## src/design/q64sa_pkg.sv

```systemverilog
// Shared types and constants for the unsigned 64.64 saturating ALU.
// Holds the command codes, the operand word and the result word layout.
// No dependencies.
package q64sa_pkg;

  localparam int unsigned WORD_W   = 64;
  localparam int unsigned QVAL_W   = 2 * WORD_W;
  localparam int unsigned SHIFT_W  = 8;
  localparam int unsigned CHK_W    = 8;
  localparam int unsigned CMD_W    = 3;
  localparam int unsigned IN_DATA_W  = 4 * WORD_W + SHIFT_W;
  localparam int unsigned OUT_USED_W = 2 * WORD_W + 1 + CHK_W;
  localparam int unsigned OUT_DATA_W = ((OUT_USED_W + 7) / 8) * 8;
  localparam int unsigned OUT_PAD_W  = OUT_DATA_W - OUT_USED_W;

  typedef enum logic [CMD_W-1:0] {
    CMD_LESS      = 3'd0,
    CMD_EQUAL     = 3'd1,
    CMD_ADD_SAT   = 3'd2,
    CMD_ADD_WRAP  = 3'd3,
    CMD_SUB_SAT   = 3'd4,
    CMD_SOFT_THR  = 3'd5,
    CMD_SHIFT_R   = 3'd6,
    CMD_CHECKSUM  = 3'd7
  } cmd_t;

  typedef struct packed {
    cmd_t                 cmd;
    logic [WORD_W-1:0]    a_int;
    logic [WORD_W-1:0]    a_frac;
    logic [WORD_W-1:0]    b_int;
    logic [WORD_W-1:0]    b_frac;
    logic [SHIFT_W-1:0]   shift_count;
  } item_t;

  typedef struct packed {
    logic [WORD_W-1:0]    res_int;
    logic [WORD_W-1:0]    res_frac;
    logic                 flag;
    logic [CHK_W-1:0]     check_byte;
  } result_t;

endpackage

```

## src/design/q64sa_alu.sv

```systemverilog
// Single-pass datapath of the 64.64 saturating ALU.
// Computes one result word from one operand word; purely combinational.
// Depends on q64sa_pkg.
module q64sa_alu
  import q64sa_pkg::*;
(
  input  item_t   item,
  output result_t res
);

  logic [QVAL_W-1:0] a_q;
  logic [QVAL_W-1:0] b_q;
  logic [QVAL_W:0]   sum;
  logic [QVAL_W:0]   diff;
  logic              a_lt_b;
  logic              a_eq_b;
  logic              b_lt_a;
  logic [QVAL_W-1:0] shifted;
  logic [10:0]       chk_sum;

  assign a_q    = {item.a_int, item.a_frac};
  assign b_q    = {item.b_int, item.b_frac};
  assign sum    = {1'b0, a_q} + {1'b0, b_q};
  assign diff   = {1'b0, a_q} - {1'b0, b_q};
  assign a_lt_b = diff[QVAL_W];
  assign a_eq_b = (a_q == b_q);
  assign b_lt_a = !a_lt_b && !a_eq_b;
  assign shifted = (item.shift_count[SHIFT_W-1:6] == 2'b00)
                   ? (a_q >> item.shift_count[5:0]) : '0;
  assign chk_sum = 11'd2 * {3'b000, item.a_int[7:0]}
                 + 11'd3 * {3'b000, item.a_int[39:32]}
                 + 11'd4 * {3'b000, item.a_frac[7:0]}
                 + 11'd5 * {3'b000, item.a_frac[39:32]};

  always_comb begin
    res = '0;
    case (item.cmd)
      CMD_LESS: begin
        res.flag = a_lt_b;
      end
      CMD_EQUAL: begin
        res.flag = a_eq_b;
      end
      CMD_ADD_SAT: begin
        {res.res_int, res.res_frac} = sum[QVAL_W] ? '1 : sum[QVAL_W-1:0];
      end
      CMD_ADD_WRAP: begin
        {res.res_int, res.res_frac} = sum[QVAL_W-1:0];
      end
      CMD_SUB_SAT: begin
        {res.res_int, res.res_frac} = a_lt_b ? '0 : diff[QVAL_W-1:0];
      end
      CMD_SOFT_THR: begin
        {res.res_int, res.res_frac} = b_lt_a ? diff[QVAL_W-1:0] : '0;
      end
      CMD_SHIFT_R: begin
        {res.res_int, res.res_frac} = shifted;
      end
      CMD_CHECKSUM: begin
        res.check_byte = chk_sum[CHK_W-1:0];
      end
      default: begin
        res = '0;
      end
    endcase
  end

endmodule

```

## src/design/q64_64_saturating_alu_top.sv

```systemverilog
// Top level of the unsigned 64.64 saturating ALU with stream ports.
// Registers the operand word, runs the datapath and registers the result word.
// Depends on q64sa_pkg and q64sa_alu.
//
// Takes one word per clock while in_tready is high and returns one result word
// per accepted word, in order. A word passes an input register, the ALU datapath
// (128-bit add, subtract and barrel shift) and an output register before
// out_tvalid rises, and the sustained rate is one word per cycle while
// out_tready stays high. Backpressure on the output holds the result register;
// the input register still takes one word while it is empty, then in_tready drops.
module q64_64_saturating_alu_top
  import q64sa_pkg::*;
(
  input  logic                  clk,
  input  logic                  rst_n,
  input  logic                  in_tvalid,
  output logic                  in_tready,
  // [63:0] a_int, [127:64] a_frac, [191:128] b_int, [255:192] b_frac,
  // [263:256] shift_count
  input  logic [IN_DATA_W-1:0]  in_tdata,
  // [2:0] cmd
  input  logic [CMD_W-1:0]      in_tuser,
  output logic                  out_tvalid,
  input  logic                  out_tready,
  // [63:0] res_int, [127:64] res_frac, [128] flag, [136:129] check_byte,
  // [143:137] zero
  output logic [OUT_DATA_W-1:0] out_tdata
);

  logic    s1_v_r;
  logic    s1_v_nxt;
  item_t   s1_item_r;
  logic    out_v_r;
  logic    out_v_nxt;
  result_t out_res_r;
  result_t alu_res;
  logic    out_adv;
  logic    s1_adv;

  assign out_adv   = !out_v_r || out_tready;
  assign s1_adv    = !s1_v_r || out_adv;
  assign in_tready = s1_adv;

  assign s1_v_nxt  = s1_adv ? in_tvalid : s1_v_r;
  assign out_v_nxt = out_adv ? s1_v_r : out_v_r;

  always_ff @(posedge clk) begin
    if (!rst_n) begin
      s1_v_r  <= 1'b0;
      out_v_r <= 1'b0;
    end else begin
      s1_v_r  <= s1_v_nxt;
      out_v_r <= out_v_nxt;
    end
  end

  always_ff @(posedge clk) begin
    if (in_tvalid && s1_adv) begin
      s1_item_r.cmd         <= cmd_t'(in_tuser);
      s1_item_r.a_int       <= in_tdata[63:0];
      s1_item_r.a_frac      <= in_tdata[127:64];
      s1_item_r.b_int       <= in_tdata[191:128];
      s1_item_r.b_frac      <= in_tdata[255:192];
      s1_item_r.shift_count <= in_tdata[263:256];
    end
    if (s1_v_r && out_adv) begin
      out_res_r <= alu_res;
    end
  end

  q64sa_alu u_alu (
    .item (s1_item_r),
    .res  (alu_res)
  );

  assign out_tvalid = out_v_r;
  assign out_tdata  = {{OUT_PAD_W{1'b0}}, out_res_r.check_byte, out_res_r.flag,
                       out_res_r.res_frac, out_res_r.res_int};

endmodule
```

## config.mk

```make
export PLATFORM = sky130hd
export DESIGN_NAME = q64_64_saturating_alu_top
export DESIGN_NICKNAME = d
export VERILOG_FILES = /design/src/design/q64sa_pkg.sv /design/src/design/q64sa_alu.sv /design/src/design/q64_64_saturating_alu_top.sv
export SDC_FILE = /design/constraint.sdc
export NUM_CORES = 2
export LEC_CHECK = 0
export BUFFER_PORTS_ARGS = -buffer_cell sky130_fd_sc_hd__buf_2
export CORE_UTILIZATION = 50
export CTS_CLUSTER_DIAMETER = 60
export DETAILED_ROUTE_END_ITERATION = 6
export GPL_TIMING_DRIVEN = 1
export PLACE_DENSITY_LB_ADDON = 0.08
export SLEW_MARGIN = 0
export SYNTH_ARGS = -nofsm -noshare
export SYNTH_HDL_FRONTEND = slang
export SYNTH_SLANG_ARGS = --single-unit
export TNS_END_PERCENT = 10
```

## constraint.sdc

```tcl
create_clock -name clk -period 10.7 [get_ports clk]
set_input_delay 2.14 -clock clk [delete_from_list [all_inputs] [get_ports clk]]
set_output_delay 2.14 -clock clk [all_outputs]
set_load 0.01 [all_outputs]
```

==> flow_summary.toml <==
[outcome]
outcome = "finished, violations left"
violations = "max-capacitance violations, max-slew violations"

[detailed_routing]
drcViolationCount = 0
drtPass1Iterations = 7
drt.antenna.violating_nets = 0
wl_per_cell_microns = 30.4
num_vias = 42200
via_per_inst = 6.86
drt_wl_total_microns = 187000
drt_iter0_markers = 6636

[finish]
final_common_cell = "nand2_1"
mostFrequentLayoutCells = "596 x nand2_1, 502 x a21oi_1, 454 x nor2_1, 409 x buf_2, 404 x edfxtp_1"
nNetsFinal = 5607
fillers = 7575
area_delta_synth_final_pct = 10.9
instances_no_fill = 6150
final_cell_area_sq_um = 45600
drive_above_1_share_pct = 14.8

[cts]
cts-resized-gates = 0
htreeDepth = 2
cts_buffer_depth = 3
insertion_delay_ps = 650
clkTransAtPathRegs_ps = 60
cts_tree = "built"
cts_made_buffers = 55
cts_root_buf = "clkbuf_16"
cts.sinks = 406
post_cts_buffers = 0
cts_hold_buf = 0

[worst_setup_path]
r2r_setup_slack_ps = 4180
start_kind = "register"
cp.arrival_ps = 6890
crit_fanout = 18
worstSetupEndpointType = "register"
reg2reg_from = "s1_item_r[136]"
crit_required_ps = 11080
worst-setup-path-type = "reg2reg"
r2r-end = "out_tdata[73]"
r2r_cells = 16

[worst_hold_path]
worstHoldPathType = "reg2reg"
hold_end = "out_tvalid"
min_delay_path_depth = 1
worstHoldStart = "s1_v_r"

[place]
placed_area_sq_um = 43700
dp_cells = 6046
io_buffer_count = 409
dp_hpwl_microns = 147000
place.gp.congestion = 1.05

[timing]
worstMarginPinSlew_ps = 1550
fin_crit_ps = 6520
slew_viol_final = 11
fin_crit_sh_pct = 60.9
holdWs_ps = 527
finalSetupTns_ps = 0
slew_headroom_pct = -3.56
rsz0062_at_grt = "false"
fmaxAchievable_mhz = 153
setup_viol = 0
hold_viol = 0
clock_skew_ps = 30.8

[global_routing]
met3_usage_pct = 10.6
grt_pass1_vias = 38600
grt_pass1_wl_microns = 266000
grt_max_degree = 138
grt_usage_pct = 43.5
grt_use_met1_pct = 59.9
overflow = 0
use_met2_pct = 63.3
antenna_found_initial = 7
gr-max-usage-layer = "met2"

[pwr]
peakVddDrop_v = 0.000145
p_leak_nw = 18.7
power.density_nw_per_um2 = 139
finalPower_mw = 6.33

[synth]
ys_warn_count = 0
synth_area_sq_um = 41100
ys_ff_latch = 406
synthArstFlopShare_pct = 0
synth_ff_type = "edfxtp_1"
ys_seq_area_share_pct = 29.6
synth.avg_cell_area_sq_um = 8.53
syn_inst = 4817
synth-edff-count = 404
netlist-cell-type-count = 109

[die]
rows = 104
die-area_sq_um = 83300
die_w_microns = 289
start_util_pct = 50.8
core_area_sq_um = 80900
die_y_microns = 289
ios = 417

[job]
drv_cap = 1
-- worst max-delay path by stage --
stage              startpoint       endpoint  slack, ps  depth (start not counted)
6_report       s1_item_r[136]  out_tdata[73]       4180                         16
5_1_grt        s1_item_r[136]  out_tdata[26]       4100                         16
4_1_cts        s1_item_r[136]  out_tdata[73]       4480                         16
3_5_place_dp   s1_item_r[136]  out_tdata[97]       4470                         16
3_3_place_gp   s1_item_r[175]  out_tdata[20]       4570                         15
2_1_floorplan      out_tready   s1_item_r[0]       1600                          3
-- layer usage --
layer	vias to the layer above	share of wire [%]
li1	18300	-
met2	3149	41
met4	10	6.2
met1	20200	39
met3	572	13
met5	-	0.035
-- final cells by class --
class / count / area, sq um / area share, %
inverter: 312 / 1180 / 2.59
timing repair buffer: 462 / 2480 / 5.45
tap: 1060 / 1330 / 2.91
multi-input combinational: 3806 / 26500 / 58.3
antenna: 2 / 5.00 / 0.0110
sequential: 406 / 12200 / 26.7
clock buffer: 67 / 1470 / 3.23
clock inverter: 35 / 382 / 0.837
-- registers in the layout (all words and copies together), names as in the netlist --
register	cells
out_tvalid	1
s1_item_r	267
s1_v_r	1
out_tdata	137
-- report_power, final --
part / internal [mW] / leakage, nW / switching, mW / total (mW)
logic: 0.810 / 13.9 / 1.61 / 2.42
registers: 1.89 / 3.92 / 0.117 / 2.00
clock network: 1.10 / 0.904 / 0.800 / 1.90
total: 3.79 / 18.7 / 2.53 / 6.33
-- worst max-delay path: stages (launching register included) --
cell       delay [ps]
edfxtp_1          490
ha_1              270
fa_1              430
nor2b_2           180
o311ai_1          530
a2111oi_4         240
o211ai_2          310
nand4b_2          270
a21oi_2           370
o41ai_4           190
a31oi_2           620
o31ai_4           190
o21ai_2           220
buf_4             330
or2_1            1140
a21oi_1           160
a221o_1           310
-- synth_stat cells, types with 13 or more instances --
cell type,n,area [sq um]
inv_1,299,1120
a221o_1,18,180
ha_1,270,3380
clkbuf_1,178,668
buf_1,64,240
and2_1,22,138
nand3_1,68,340
fa_1,23,460
xnor2_1,208,1820
nand4_1,79,494
mux2i_1,167,1670
o22ai_1,31,194
a221oi_1,16,140
nand2_1,596,2240
nor4_1,78,488
edfxtp_1,404,12100
and3_1,15,93.8
buf_2,40,200
buf_4,13,97.6
o21ai_0,286,1430
nor2b_1,38,238
a21boi_0,20,150
o31ai_1,62,465
o21bai_1,105,788
a21oi_1,502,2510
a31oi_1,37,231
o21a_1,24,180
a211oi_1,38,285
nand2b_1,25,156
a211o_1,20,175
mux4_2,118,2660
o211ai_1,29,218
o221ai_1,73,639
a21o_1,67,503
or3_1,15,93.8
o21ai_1,13,65.1
nor3_1,75,375
nor2_1,455,1710
-- metrics by stage --
stage               setup WS (ps)  util (%)
floorplan                    1600         -
global placement             4570      54.0
detailed placement           4470      54.0
CTS                          4480      56.3
global route                 4100      56.3
finish                       4180      56.3
-- kinds of logic after synthesis --
group,synth area share (%)
and+or+nand+nor,16.6
buffers and inverters,5.90
xor gates and xnor gates,4.69
muxes,10.6
DFF,29.6
adders and majority gates,9.34
AOI/OAI and AO/OA,23.2
other,0.00913
Note: power is estimated with default switching activity, not from simulation.
